<file path="config.mk">
export PLATFORM = sky130hd
export DESIGN_NAME = extreme_pixel_contrast_stretch_flat
export DESIGN_NICKNAME = d
export VERILOG_FILES = /design/src/rtl/epcs_pkg.sv /design/src/rtl/epcs_if.sv /design/src/rtl/epcs_ctrl.sv /design/src/rtl/epcs_dp.sv /design/src/rtl/extreme_pixel_contrast_stretch.sv /design/src/flat_wrapper.sv
export SDC_FILE = /design/constraint.sdc
export NUM_CORES = 1
export LEC_CHECK = 0
export ABC_AREA = 1
export BUFFER_PORTS_ARGS = -buffer_cell sky130_fd_sc_hd__buf_2
export CAP_MARGIN = 20
export CELL_PAD_IN_SITES_DETAIL_PLACEMENT = 2
export CELL_PAD_IN_SITES_GLOBAL_PLACEMENT = 2
export CORE_ASPECT_RATIO = 0.6
export CORE_MARGIN = 2
export CORE_UTILIZATION = 34
export CTS_CLUSTER_SIZE = 24
export DETAILED_ROUTE_END_ITERATION = 8
export PLACE_DENSITY_LB_ADDON = 0.12
export SYNTH_ARGS = -nofsm -noshare
export SYNTH_HDL_FRONTEND = slang
export SYNTH_HIERARCHICAL = 1
export SYNTH_SLANG_ARGS = --single-unit
</file>
<file path="constraint.sdc">
create_clock -name clk_i -period 3.5 [get_ports clk_i]
set_input_delay 0.175 -clock clk_i [delete_from_list [all_inputs] [get_ports clk_i]]
set_output_delay 0.175 -clock clk_i [all_outputs]
set_load 0.05 [all_outputs]
</file>
<file path="src/rtl/epcs_pkg.sv">
package epcs_pkg;

  localparam int unsigned NUM_CHAN = 3;

  // Channel slots in the per-channel arrays and in flat_mask
  localparam int unsigned CH_RED   = 0;
  localparam int unsigned CH_GREEN = 1;
  localparam int unsigned CH_BLUE  = 2;

  // Request kinds carried in req_type
  localparam logic REQ_GATHER = 1'b0;
  localparam logic REQ_MAP    = 1'b1;

  // Commands from the controller to the datapath
  typedef struct packed {
    logic gather;    // fold the accepted pixel into the extremes
    logic map_load;  // latch operands of a map pixel, seed the divider
    logic div_step;  // retire one quotient bit in every channel
    logic out_load;  // move the finished result into the output register
  } epcs_cmd_t;

endpackage

</file>
<file path="src/rtl/epcs_if.sv">
interface epcs_pix_if #(
  parameter int unsigned CHANNEL_BITS = 8
);
  logic                    valid;
  logic                    ready;
  logic                    req_type;
  logic                    frame_start;
  logic [CHANNEL_BITS-1:0] red_in;
  logic [CHANNEL_BITS-1:0] green_in;
  logic [CHANNEL_BITS-1:0] blue_in;

  modport source (
    output valid, req_type, frame_start, red_in, green_in, blue_in,
    input  ready
  );
  modport sink (
    input  valid, req_type, frame_start, red_in, green_in, blue_in,
    output ready
  );
endinterface

interface epcs_res_if #(
  parameter int unsigned CHANNEL_BITS = 8
);
  logic                    valid;
  logic                    ready;
  logic [CHANNEL_BITS-1:0] red_out;
  logic [CHANNEL_BITS-1:0] green_out;
  logic [CHANNEL_BITS-1:0] blue_out;
  logic [2:0]              flat_mask;

  modport source (
    output valid, red_out, green_out, blue_out, flat_mask,
    input  ready
  );
  modport sink (
    input  valid, red_out, green_out, blue_out, flat_mask,
    output ready
  );
endinterface

</file>
<file path="src/rtl/epcs_ctrl.sv">
module epcs_ctrl #(
  parameter int unsigned CHANNEL_BITS = 8
) (
  input  logic               clk_i,
  input  logic               rst_ni,
  input  logic               pix_valid_i,
  input  logic               pix_req_type_i,
  output logic               pix_ready_o,
  output logic               res_valid_o,
  input  logic               res_ready_i,
  output epcs_pkg::epcs_cmd_t cmd_o
);

  localparam int unsigned CW = $clog2(CHANNEL_BITS);

  localparam logic [1:0] ST_IDLE = 2'd0;
  localparam logic [1:0] ST_DIV  = 2'd1;
  localparam logic [1:0] ST_DONE = 2'd2;

  logic [1:0]    state_q, state_d;
  logic [CW-1:0] cnt_q, cnt_d;
  logic          out_valid_q, out_valid_d;
  logic          pix_acc;

  assign pix_ready_o = (state_q == ST_IDLE);
  assign pix_acc     = pix_valid_i && pix_ready_o;
  assign res_valid_o = out_valid_q;

  always_comb begin
    cmd_o          = '0;
    cmd_o.gather   = pix_acc && (pix_req_type_i == epcs_pkg::REQ_GATHER);
    cmd_o.map_load = pix_acc && (pix_req_type_i == epcs_pkg::REQ_MAP);
    cmd_o.div_step = (state_q == ST_DIV);
    cmd_o.out_load = (state_q == ST_DONE) && (!out_valid_q || res_ready_i);
  end

  always_comb begin
    state_d = state_q;
    cnt_d   = cnt_q;
    case (state_q)
      ST_IDLE: begin
        if (cmd_o.map_load) begin
          state_d = ST_DIV;
          cnt_d   = CW'(CHANNEL_BITS - 1);
        end
      end
      ST_DIV: begin
        if (cnt_q == '0) begin
          state_d = ST_DONE;
        end else begin
          cnt_d = cnt_q - 1'b1;
        end
      end
      ST_DONE: begin
        if (cmd_o.out_load) begin
          state_d = ST_IDLE;
        end
      end
      default: begin
        state_d = ST_IDLE;
      end
    endcase
  end

  always_comb begin
    out_valid_d = out_valid_q;
    if (res_ready_i) begin
      out_valid_d = 1'b0;
    end
    if (cmd_o.out_load) begin
      out_valid_d = 1'b1;
    end
  end

  always_ff @(posedge clk_i or negedge rst_ni) begin
    if (!rst_ni) begin
      state_q     <= ST_IDLE;
      cnt_q       <= '0;
      out_valid_q <= 1'b0;
    end else begin
      state_q     <= state_d;
      cnt_q       <= cnt_d;
      out_valid_q <= out_valid_d;
    end
  end

  // A pending result is never overwritten
  a_no_overwrite: assert property (@(posedge clk_i) disable iff (!rst_ni)
    cmd_o.out_load |-> (!out_valid_q || res_ready_i))
    else $error("output register overwritten while full");

  // A map pixel runs exactly CHANNEL_BITS divider steps
  a_div_length: assert property (@(posedge clk_i) disable iff (!rst_ni)
    cmd_o.map_load |=> ##(CHANNEL_BITS) (state_q == ST_DONE))
    else $error("divider did not finish in CHANNEL_BITS steps");

  // Loading the output register raises valid on the next cycle
  a_load_valid: assert property (@(posedge clk_i) disable iff (!rst_ni)
    cmd_o.out_load |=> out_valid_q)
    else $error("result loaded but valid not raised");

  // No pixel accepted while the divider is busy
  a_busy_block: assert property (@(posedge clk_i) disable iff (!rst_ni)
    (state_q != ST_IDLE) |-> !(cmd_o.gather || cmd_o.map_load))
    else $error("pixel accepted while busy");

endmodule

</file>
<file path="src/rtl/epcs_dp.sv">
module epcs_dp #(
  parameter int unsigned CHANNEL_BITS = 8
) (
  input  logic                    clk_i,
  input  logic                    rst_ni,
  input  epcs_pkg::epcs_cmd_t     cmd_i,
  input  logic                    frame_start_i,
  input  logic [CHANNEL_BITS-1:0] red_i,
  input  logic [CHANNEL_BITS-1:0] green_i,
  input  logic [CHANNEL_BITS-1:0] blue_i,
  output logic [CHANNEL_BITS-1:0] red_o,
  output logic [CHANNEL_BITS-1:0] green_o,
  output logic [CHANNEL_BITS-1:0] blue_o,
  output logic [2:0]              flat_mask_o
);

  localparam int unsigned W  = CHANNEL_BITS;
  localparam int unsigned NC = epcs_pkg::NUM_CHAN;
  localparam int unsigned SW = W + 2;      // channel sum
  localparam int unsigned XW = 2 * W + 2;  // dividend 2*M*n + d
  localparam int unsigned DW = 2 * W;      // shifted divisor 2*d << (W-1)

  logic [NC-1:0][W-1:0] pix;
  logic [SW-1:0]        sum;

  // Gather state
  logic [SW-1:0]        bright_sum_q, dark_sum_q;
  logic [NC-1:0][W-1:0] white_q, dark_q;

  // Divider state
  logic [NC-1:0][XW-1:0] x_q;
  logic [NC-1:0][DW-1:0] ds_q;
  logic [NC-1:0][W-1:0]  quo_q;
  logic [NC-1:0]         zero_q, sat_q, flat_q;

  // Map operand preparation
  logic [NC-1:0][W:0]    num, den;
  logic [NC-1:0][W-1:0]  n_mag, d_mag;
  logic [NC-1:0][XW-1:0] x_init;
  logic [NC-1:0]         flat_c, zero_c, sat_c;

  // Divider step
  logic [NC-1:0]         ge;
  logic [NC-1:0][XW-1:0] x_next;

  // Output register
  logic [NC-1:0][W-1:0]  res_q;
  logic [NC-1:0][W-1:0]  res_c;
  logic [NC-1:0]         mask_q;

  assign pix[epcs_pkg::CH_RED]   = red_i;
  assign pix[epcs_pkg::CH_GREEN] = green_i;
  assign pix[epcs_pkg::CH_BLUE]  = blue_i;

  assign sum = SW'(red_i) + SW'(green_i) + SW'(blue_i);

  always_ff @(posedge clk_i or negedge rst_ni) begin
    if (!rst_ni) begin
      bright_sum_q <= '0;
      dark_sum_q   <= '0;
      white_q      <= '0;
      dark_q       <= '0;
    end else if (cmd_i.gather) begin
      if (frame_start_i) begin
        bright_sum_q <= sum;
        dark_sum_q   <= sum;
        white_q      <= pix;
        dark_q       <= pix;
      end else begin
        if (sum > bright_sum_q) begin
          bright_sum_q <= sum;
          white_q      <= pix;
        end
        if (sum < dark_sum_q) begin
          dark_sum_q <= sum;
          dark_q     <= pix;
        end
      end
    end
  end

  // With n >= d the rounded quotient is at least M, so it saturates; otherwise
  // it fits in W bits and W restoring steps produce it exactly.
  always_comb begin
    for (int k = 0; k < NC; k++) begin
      num[k]    = {1'b0, pix[k]} - {1'b0, dark_q[k]};
      den[k]    = {1'b0, white_q[k]} - {1'b0, dark_q[k]};
      n_mag[k]  = num[k][W] ? W'(~num[k] + 1'b1) : num[k][W-1:0];
      d_mag[k]  = den[k][W] ? W'(~den[k] + 1'b1) : den[k][W-1:0];
      flat_c[k] = (den[k] == '0);
      zero_c[k] = flat_c[k] || (num[k] == '0) || (num[k][W] != den[k][W]);
      sat_c[k]  = (n_mag[k] >= d_mag[k]);
      x_init[k] = (XW'(n_mag[k]) << (W + 1)) - (XW'(n_mag[k]) << 1) + XW'(d_mag[k]);
    end
  end

  always_comb begin
    for (int k = 0; k < NC; k++) begin
      ge[k]     = (x_q[k] >= XW'(ds_q[k]));
      x_next[k] = ge[k] ? (x_q[k] - XW'(ds_q[k])) : x_q[k];
    end
  end

  always_ff @(posedge clk_i) begin
    if (cmd_i.map_load) begin
      for (int k = 0; k < NC; k++) begin
        x_q[k]    <= x_init[k];
        ds_q[k]   <= {d_mag[k], {W{1'b0}}};
        quo_q[k]  <= '0;
      end
      zero_q <= zero_c;
      sat_q  <= sat_c;
      flat_q <= flat_c;
    end else if (cmd_i.div_step) begin
      for (int k = 0; k < NC; k++) begin
        x_q[k]   <= x_next[k];
        ds_q[k]  <= ds_q[k] >> 1;
        quo_q[k] <= {quo_q[k][W-2:0], ge[k]};
      end
    end
  end

  always_comb begin
    for (int k = 0; k < NC; k++) begin
      if (zero_q[k]) begin
        res_c[k] = '0;
      end else if (sat_q[k]) begin
        res_c[k] = '1;
      end else begin
        res_c[k] = quo_q[k];
      end
    end
  end

  always_ff @(posedge clk_i) begin
    if (cmd_i.out_load) begin
      res_q  <= res_c;
      mask_q <= flat_q;
    end
  end

  assign red_o       = res_q[epcs_pkg::CH_RED];
  assign green_o     = res_q[epcs_pkg::CH_GREEN];
  assign blue_o      = res_q[epcs_pkg::CH_BLUE];
  assign flat_mask_o = mask_q;

endmodule

</file>
<file path="src/rtl/extreme_pixel_contrast_stretch.sv">
// Channel   Dir  Handshake          Word
// pix_i     in   valid / ready      req_type, frame_start, red_in, green_in, blue_in
// res_o     out  valid / ready      red_out, green_out, blue_out, flat_mask
//
// A gather pixel is folded into the extremes when accepted and yields no word.
// A map pixel is taken in, runs CHANNEL_BITS steps of the shift-subtract
// divider (one quotient bit per cycle, all three channels side by side), then
// has its result moved into the output register.
// Reset clears the extremes to zero color and sum 0 and empties the output.
// A word still waiting on res_o holds the next map pixel in its final cycle;
// pix_i then stays blocked, gather pixels included, until that word leaves.
module extreme_pixel_contrast_stretch #(
  parameter int unsigned CHANNEL_BITS = 8
) (
  input  logic                clk_i,
  input  logic                rst_ni,
  epcs_pix_if.sink            pix_i,
  epcs_res_if.source          res_o
);

  epcs_pkg::epcs_cmd_t cmd;

  // Sequencing: accept, divider step count, output slot
  epcs_ctrl #(
    .CHANNEL_BITS (CHANNEL_BITS)
  ) u_ctrl (
    .clk_i          (clk_i),
    .rst_ni         (rst_ni),
    .pix_valid_i    (pix_i.valid),
    .pix_req_type_i (pix_i.req_type),
    .pix_ready_o    (pix_i.ready),
    .res_valid_o    (res_o.valid),
    .res_ready_i    (res_o.ready),
    .cmd_o          (cmd)
  );

  // Extremes tracking, per-channel divider, output register
  epcs_dp #(
    .CHANNEL_BITS (CHANNEL_BITS)
  ) u_dp (
    .clk_i         (clk_i),
    .rst_ni        (rst_ni),
    .cmd_i         (cmd),
    .frame_start_i (pix_i.frame_start),
    .red_i         (pix_i.red_in),
    .green_i       (pix_i.green_in),
    .blue_i        (pix_i.blue_in),
    .red_o         (res_o.red_out),
    .green_o       (res_o.green_out),
    .blue_o        (res_o.blue_out),
    .flat_mask_o   (res_o.flat_mask)
  );

endmodule

</file>
<file path="src/flat_wrapper.sv">
// flat-port wrapper written by rule: the top's interface ports become plain ports
module extreme_pixel_contrast_stretch_flat 
#(
  parameter int unsigned CHANNEL_BITS = 8
)
  (clk_i, rst_ni, pix_i_valid, pix_i_req_type, pix_i_frame_start, pix_i_red_in, pix_i_green_in, pix_i_blue_in, pix_i_ready, res_o_valid, res_o_red_out, res_o_green_out, res_o_blue_out, res_o_flat_mask, res_o_ready);
  epcs_pix_if #(.CHANNEL_BITS(CHANNEL_BITS)) pix_i_i ();
  epcs_res_if #(.CHANNEL_BITS(CHANNEL_BITS)) res_o_i ();
  input  logic clk_i;
  input  logic rst_ni;
  input wire logic [$bits(pix_i_i.valid)-1:0] pix_i_valid;
  input wire logic [$bits(pix_i_i.req_type)-1:0] pix_i_req_type;
  input wire logic [$bits(pix_i_i.frame_start)-1:0] pix_i_frame_start;
  input wire logic [$bits(pix_i_i.red_in)-1:0] pix_i_red_in;
  input wire logic [$bits(pix_i_i.green_in)-1:0] pix_i_green_in;
  input wire logic [$bits(pix_i_i.blue_in)-1:0] pix_i_blue_in;
  output wire logic [$bits(pix_i_i.ready)-1:0] pix_i_ready;
  output wire logic [$bits(res_o_i.valid)-1:0] res_o_valid;
  output wire logic [$bits(res_o_i.red_out)-1:0] res_o_red_out;
  output wire logic [$bits(res_o_i.green_out)-1:0] res_o_green_out;
  output wire logic [$bits(res_o_i.blue_out)-1:0] res_o_blue_out;
  output wire logic [$bits(res_o_i.flat_mask)-1:0] res_o_flat_mask;
  input wire logic [$bits(res_o_i.ready)-1:0] res_o_ready;
  assign pix_i_i.valid = pix_i_valid;
  assign pix_i_i.req_type = pix_i_req_type;
  assign pix_i_i.frame_start = pix_i_frame_start;
  assign pix_i_i.red_in = pix_i_red_in;
  assign pix_i_i.green_in = pix_i_green_in;
  assign pix_i_i.blue_in = pix_i_blue_in;
  assign pix_i_ready = pix_i_i.ready;
  assign res_o_valid = res_o_i.valid;
  assign res_o_red_out = res_o_i.red_out;
  assign res_o_green_out = res_o_i.green_out;
  assign res_o_blue_out = res_o_i.blue_out;
  assign res_o_flat_mask = res_o_i.flat_mask;
  assign res_o_i.ready = res_o_ready;
  extreme_pixel_contrast_stretch #(.CHANNEL_BITS(CHANNEL_BITS)) u_core (.clk_i(clk_i), .rst_ni(rst_ni), .pix_i(pix_i_i), .res_o(res_o_i));
endmodule
</file>
==> metrics, run 1 <==
Synth cell types=61; max-cap viol count=0; clk root buf=clkbuf_16; Sink Count=236; FP Rows=64; CP required=3.78 ns; chip width=299.6 µm; ys flop type=edfxtp_1; GP Congestion=0.8647; crit path capture type=flop; Area Growth Syn to Fin=48.80%; Syn Area/Cell=7.699 µm²; first-pass GRT wire length=136300 µm; Crit-path slowest cell=o21ai_0; Ys Warns=6; worst-path cell chain=buf_6 > buf_6 > ha_4 > inv_4 > fa_2 > inv_2 > ha_4 > buf_6 > a21oi_4 > o21ai_4 > o21ai_4 > buf_4 > ha_4 > buf_4 > nand2_2 > buf_4 > nand2_1 > o21ai_0 > o21ai_0; syn_nets=2539; gr usage total=0.3240; Clock transition at path regs=0.09 ns; Fin Clk Skew=0.03543 ns; nets@finish=3055; Die ar.=54330 µm²; Remaining DRCs=0; sequential element share of the synthesized area=0.3499; Filler Cell Count=5504; PnR worst setup slack=-0.9504 ns; HP Class=primary input to asynchronous set/reset pin; wirelength, routed=121000 µm; CTS tree=yes; vias=21720; synthesized area=17820 µm²; fmax=224.7 MHz; pin count of the biggest net entering global routing=89; initial DRC count=2119; failing checks=setup timing; top-level I/O count=59; Detailed Routing Iterations Pass 1=5; core area=51330 µm²; Critical R2R Capture=u_core/u_dp/x_q[4]$_DFFE_PP_; Fin. Hold Viols=0; Die Span Y=181.4 µm; Avg WL per Cell=34.15 µm; final setup fails=172; clock buffer depth=3; Worst path top cell family by delay=compound AO/OA/AOI/OAI gates; Register-to-Register Path Depth=19; Slew @ Worst Pin=1.033 ns; Startpoint Class=flop; Starting Density=0.3472; Clock Latency Late Sink=0.60 ns; # diodes=0; FF-to-FF Start=u_core/u_dp/dark_q[0]$_DFFE_PN0P_; crit path time final=4.450 ns; RSZ-0062 raised after global routing=true; Post-synth ARST share=0.3136; Detail Route Antenna Nets=0; proportion of layout cells with a drive suffix above 1=0.3792; CP max FO=4; IO Port Bufs=58; TritonCTS Buffers=26; Cells after Synth=2315; relative slew slack=0.3039; FF-to-FF setup slack=-0.95 ns; register cell area after layout=6237 µm²; Util after Layout=0.5167; status=finished, violations left; arrival time at the worst endpoint=4.73 ns; vias in the first global route=22030; Multi-input gate area=12320 µm²; post-DR vias/cell=6.129; worst path bufs/invs=8; final slew viol count=0; Post-synth EDFFs=114; WS Path Type=flop to flop; initial antenna violation count=1; H-tree depth=1; Tcrit/Tclk final=1.272; Slowest Stage Delay on Critical Path=0.81 ns; Yosys reg bits=236; detailed placement HPWL=52900 µm; remaining global-route overflow=0
[through the flow]
| stage | worst slack (ns) | area, µm² | hold WS [ns] | setup TNS [ns] | instances |
|---|---|---|---|---|---|
| floorplan | -0.01495 | 17860 | -0.1206 | -0.01534 | 2315 |
| global placement | -0.5125 | 21190 | 0.3857 | -26.36 | 3313 |
| detailed placement | -0.6468 | 21190 | 0.4035 | -53.07 | 3313 |
| CTS | -0.3067 | 24260 | 0.0002399 | -4.120 | 3465 |
| global route | -0.9696 | 26520 | 0.01680 | -58.28 | 3544 |
| finish | -0.9504 | 26520 | 0.01690 | -49.37 | 3544 |
[cell usage in the layout (no fill, tap or decap), types with 48 or more instances in the layout]
cell | Yosys | final
buf_4 | 2 | 385
buf_6 | 3 | 48
o21ai_0 | 180 | 86
nand3_1 | 132 | 92
ha_1 | 176 | 123
a21oi_1 | 161 | 126
nand4_1 | 48 | 48
dfxtp_1 | 48 | 48
dfrtp_1 | 74 | 73
nand2_1 | 503 | 403
nand2_2 | 25 | 92
edfxtp_1 | 114 | 114
o22ai_1 | 66 | 65
buf_2 | 4 | 53
inv_1 | 381 | 327
ha_4 | 0 | 48
nor2_1 | 111 | 83
inv_2 | 12 | 56
[cell usage after synthesis, drive strengths merged, types with 9 or more instances]
| master | instances | area [µm²] |
|---|---|---|
| a21boi | 9 | 71.32 |
| a21oi | 168 | 874.6 |
| buf | 12 | 80.07 |
| clkbuf | 37 | 138.9 |
| dfrtp | 74 | 1852 |
| dfxtp | 48 | 960.9 |
| edfxtp | 114 | 3423 |
| fa | 18 | 360.4 |
| ha | 176 | 2202 |
| inv | 396 | 1494 |
| nand2 | 539 | 2168 |
| nand3 | 145 | 790.8 |
| nand3b | 10 | 75.07 |
| nand4 | 48 | 300.3 |
| nor2 | 122 | 500.5 |
| nor3 | 25 | 150.1 |
| o211ai | 9 | 67.56 |
| o21a | 13 | 97.59 |
| o21ai | 188 | 952.2 |
| o21bai | 9 | 67.56 |
| o22ai | 66 | 412.9 |
| xnor2 | 16 | 147.7 |
| xor2 | 31 | 312.8 |
[cell families (layout without fill, tap and decap cells)]
| family | count (synthesis) | in the layout | share of synthesized area |
|---|---|---|---|
| mux | 4 | 4 | 0.002246 |
| simple gates | 905 | 907 | 0.2295 |
| xor+xnor | 47 | 47 | 0.02583 |
| fa+ha+maj | 194 | 194 | 0.1438 |
| flops | 236 | 236 | 0.3499 |
| buf+inv | 445 | 979 | 0.09610 |
| compound gates | 484 | 484 | 0.1527 |
[worst max path at each step]
stage / cells past startpoint / start / to / slack, ns
2_1_floorplan: 27 / u_core/u_dp/white_q[0]$_DFFE_PN0P_ / u_core/u_dp/x_q[11]$_DFFE_PP_ / -0.01
3_3_place_gp: 23 / u_core/u_dp/white_q[8]$_DFFE_PN0P_ / u_core/u_dp/x_q[31]$_DFFE_PP_ / -0.51
3_5_place_dp: 22 / u_core/u_dp/white_q[8]$_DFFE_PN0P_ / u_core/u_dp/x_q[33]$_DFFE_PP_ / -0.65
4_1_cts: 27 / u_core/u_dp/dark_q[0]$_DFFE_PN0P_ / u_core/u_dp/x_q[11]$_DFFE_PP_ / -0.31
5_1_grt: 19 / u_core/u_dp/dark_q[0]$_DFFE_PN0P_ / u_core/u_dp/x_q[4]$_DFFE_PP_ / -0.97
6_report: 19 / u_core/u_dp/dark_q[0]$_DFFE_PN0P_ / u_core/u_dp/x_q[4]$_DFFE_PP_ / -0.95
[worst register-to-register path: stages (launching register included)]
cell and delay, ns:
dfrtp_1 0.47, buf_6 0.15, buf_6 0.11, ha_4 0.16
inv_4 0.06, fa_2 0.45, inv_2 0.18, ha_4 0.23
buf_6 0.12, a21oi_4 0.03, o21ai_4 0.18, o21ai_4 0.10
buf_4 0.15, ha_4 0.26, buf_4 0.17, nand2_2 0.13
buf_4 0.14, nand2_1 0.06, o21ai_0 0.81, o21ai_0 0.19
[what timing repair did]
| item | CTS | global route |
|---|---|---|
| pin swaps | 90 | 179 |
| hold buffers | 12 | 0 |
| endpoints found under the setup margin | 59 | 169 |
| endpoints found under the hold margin | 91 | 0 |
| gates cloned | 9 | 10 |
| resized for setup | 270 | 415 |
| setup buffers | 84 | 74 |
[layer usage]
layer  vias to the layer above  track usage  share of wire
li1                       8777            -              -
met1                     11020       0.3987           0.38
met2                      1380       0.5583           0.47
met3                       547      0.06049          0.074
met5                         -            0        0.00012
met4                         2       0.1306          0.070
[state kept, by name, summed over array words and instances, names as in the netlist, 10 cells and up]
| register | count |
|---|---|
| u_core/u_dp/dark_sum_q | 10 |
| u_core/u_dp/bright_sum_q | 10 |
| u_core/u_dp/x_q | 54 |
| u_core/u_dp/dark_q | 24 |
| u_core/u_dp/quo_q | 24 |
| u_core/u_dp/white_q | 24 |
| u_core/u_dp/ds_q | 48 |
[area by class of cell]
| class | instances | area share |
|---|---|---|
| Tap cell | 693 | 0.03269 |
| Sequential cell | 236 | 0.2352 |
| Multi-Input combinational cell | 1636 | 0.4647 |
| Clock buffer | 38 | 0.02977 |
| Clock inverter | 10 | 0.005142 |
| Timing Repair Buffer | 535 | 0.1750 |
| Inverter | 396 | 0.05751 |
Power of run 1 is left out: the tool's default activity adds up to more than one toggle a clock period on the data nets, which glitch-free logic cannot reach.
==> run 2, diff against run 1 <==
ABC_AREA = not set   (was 1)
CORE_UTILIZATION = 37   (was 34)
GPL_TIMING_DRIVEN = 0   (was not set)
PLACE_DENSITY = 0.79   (was not set)
PLACE_DENSITY_LB_ADDON = not set   (was 0.12)
==> metrics, run 2 <==
Yosys reg bits=236 (unchanged); Post-synth ARST share=0.3136 (unchanged); Hold Path Stages=2; Critical Path Source=u_core/u_dp/white_q[8]$_DFFE_PN0P_ (was u_core/u_dp/dark_q[0]$_DFFE_PN0P_); CTS tree=yes (unchanged); failing checks=hold timing, capacitance limit, slew limit, setup timing (was setup timing); FP Rows=61 (was 64); max-cap viol count=1 (was 0); setup TNS=-77.30 ns (was -49.37 ns); Post-Synth Adder-Cell Area=0.1473 (was 0.1438); vias=18430 (was 21720); nets@finish=2419 (was 3055); FF-to-FF setup slack=-1.67 ns (was -0.95 ns); Top Registers=u_core/u_dp/x_q (54), u_core/u_dp/ds_q (48) (unchanged); Tcrit/Tclk final=1.477 (was 1.272); Ys Warns=6 (unchanged); GP Congestion=0.8447 (was 0.8647); synthesized area=17600 µm² (was 17820 µm²); initial antenna violation count=2 (was 1); Post-synth EDFFs=114 (unchanged); arrival time at the worst endpoint=5.47 ns (was 4.73 ns); Register-to-Register Path Depth=22 (was 19); vias in the first global route=19100 (was 22030); Slew @ Worst Pin=1.584 ns (was 1.033 ns); wirelength, routed=103200 µm (was 121000 µm); Die ar.=49380 µm² (was 54330 µm²); Startpoint Class=flop (unchanged); FF-to-FF Start=u_core/u_dp/white_q[8]$_DFFE_PN0P_ (was u_core/u_dp/dark_q[0]$_DFFE_PN0P_); max reg flops=54 (unchanged); Starting Density=0.3773 (was 0.3472); clk root buf=clkbuf_16 (unchanged); commonest non-fill, non-tap cell in the layout=nor2_1 (was nand2_1); PnR worst setup slack=-1.669 ns (was -0.9504 ns); RSZ-0062 raised after global routing=true (unchanged); clock buffer depth=3 (unchanged); gr usage total=0.3350 (was 0.3240); chip width=285.5 µm (was 299.6 µm); initial DRC count=1550 (was 2119); Fin Clk Skew=0.03379 ns (was 0.03543 ns); hold_sp=pix_i_green_in[6]; Fin. Hold Viols=2 (was 0); TritonCTS Buffers=26 (unchanged); first-pass GRT wire length=125800 µm (was 136300 µm); Post-synth top cells=nor2_1, inv_1, ha_1, o21ai_0, nand2_1 (was nand2_1, inv_1, o21ai_0, ha_1, a21oi_1); Critical R2R Capture=u_core/u_dp/x_q[31]$_DFFE_PP_ (was u_core/u_dp/x_q[4]$_DFFE_PP_); # diodes=0 (unchanged); remaining global-route overflow=0 (unchanged); detailed placement HPWL=47900 µm (was 52900 µm); H-tree depth=1 (unchanged); Avg WL per Cell=36.29 µm (was 34.15 µm); Remaining DRCs=0 (unchanged); Hold Path End=u_core/u_dp/white_q[14]$_DFFE_PN0P_; core area=46630 µm² (was 51330 µm²); complex-gate fraction of the synthesized area=0.1733 (was 0.1527); main combinational cell family by area after synthesis=compound AO/OA/AOI/OAI gates (was simple AND/OR/NAND/NOR gates); crit path time final=5.169 ns (was 4.450 ns); final slew viol count=11 (was 0); top-level I/O count=59 (unchanged); most frequent cells in the layout=nor2_1, inv_1, ha_1 (was nand2_1, buf_4, inv_1); fmax=193.5 MHz (was 224.7 MHz); Sink Count=236 (unchanged); Synth area leader=edfxtp_1 (unchanged); CP max FO=4 (unchanged); HP Class=primary input to flop (was primary input to asynchronous set/reset pin); IO Port Bufs=58 (unchanged); sequential element share of the synthesized area=0.3544 (was 0.3499); ys flop type=edfxtp_1 (unchanged); worst slack, placed=-1.500 ns (was -0.6468 ns); Detailed Routing Iterations Pass 1=7 (was 5); Reg with most FFs=u_core/u_dp/x_q (unchanged); post-synthesis mux area share=0.05830 (was 0.002246); Detail Route Antenna Nets=0 (unchanged); pin count of the biggest net entering global routing=56 (was 89); Cells after Synth=1915 (was 2315); WS Path Type=flop to flop (unchanged); relative slew slack=-0.05618 (was 0.3039); post-DR vias/cell=6.478 (was 6.129); Syn Area/Cell=9.189 µm² (was 7.699 µm²); final setup fails=171 (was 172); Synth cell types=94 (was 61); status=finished, violations left (unchanged); Die Span Y=172.9 µm (was 181.4 µm); CP required=3.80 ns (was 3.78 ns); crit path capture type=flop (unchanged); Synth Area in XOR/XNOR=0.07203 (was 0.02583); Clock Latency Late Sink=0.62 ns (was 0.60 ns); Clock transition at path regs=0.09 ns (about the same); Area Growth Syn to Fin=36.13% (was 48.80%); post-synth top area share=0.1945 (was 0.1921); final hold slack=-0.02998 ns (was 0.01690 ns); most common cell in the netlist=nor2_1 (was nand2_1); proportion of layout cells with a drive suffix above 1=0.2948 (was 0.3792); Final Instance Area=23950 µm² (was 26520 µm²); Simple-Gate Fraction of Synth Area=0.1441 (was 0.2295); syn_nets=2139 (was 2539); top cells by area, synth=edfxtp_1, ha_1, dfrtp_1 (was edfxtp_1, ha_1, nand2_1); Placement Cell Area=19070 µm² (was 21190 µm²)
## run 2: layout make-up
type,count,area [µm²]
buffer,46,301.5
clock buffer,41,832.0
clock inverter,7,45.04
fill,4650,22680
inverter,187,711.9
multi-input combinational,1443,12830
sequential,236,6236
tap,630,788.3
timing repair buffer,255,2210
## run 2: what timing repair did
item,CTS,global route
pin swaps,112,123
buffers inserted,134,69
cloned,3,0
setup endpoints to repair,217,174
hold buffers,30,0
resized for setup,292,225
hold endpoints to repair,114,0
## run 2: logic make-up (layout without fill, tap and decap cells)
logic type,count (synthesis),after routing
AO/OA/AOI/OAI,472,472
XOR/XNOR,137,137
adder cells (fa/ha/maj),197,197
buffers and inverters,236,536
flip-flops,236,236
multiplexers,97,97
AND/OR/NAND/NOR,540,540
## run 2: worst max-delay path by stage
stage	to	slack, ns	cells past startpoint
after floorplan	u_core/u_dp/x_q[29]$_DFFE_PP_	-0.60	20
after global placement	u_core/u_dp/x_q[15]$_DFFE_PP_	-1.41	23
after detailed placement	u_core/u_dp/white_q[3]$_DFFE_PN0P_	-1.50	18
after CTS	u_core/u_dp/x_q[29]$_DFFE_PP_	-0.94	20
after global routing	u_core/u_dp/x_q[31]$_DFFE_PP_	-1.66	21
final	u_core/u_dp/x_q[31]$_DFFE_PP_	-1.67	22
## run 2: critical path, stage by stage, from the launching register on
cell	delay (ns)
dfrtp_1	0.39
inv_1	0.08
ha_2	0.21
inv_2	0.05
fa_2	0.39
a211oi_4	0.30
o21ai_1	0.12
a21o_1	0.22
a21oi_4	0.21
buf_6	0.15
o21ai_4	0.06
inv_2	0.14
ha_4	0.25
o21a_1	0.21
o21a_1	0.25
o21ai_2	0.18
nand2b_1	0.19
a31oi_4	0.31
nor3_2	0.06
mux2_4	0.32
o211ai_4	0.30
a311o_1	0.32
o221ai_2	0.13
## run 2: per-layer routing
metal,vias to the layer above,global-route usage,part of all wire
met1,9413,0.4224,0.38
met5,-,0,0.00013
met2,1208,0.5688,0.47
met4,2,0.1224,0.070
li1,7315,-,-
met3,491,0.06609,0.076
## run 2: per-stage QoR
stage          std cells  utilization
6_report            2845       0.5137
5_1_grt             2845       0.5137
4_1_cts             2799       0.4848
3_5_place_dp        2605       0.4090
3_3_place_gp        2603       0.4080
2_1_floorplan       1915            -
Power of run 2 is left out for the same reason.
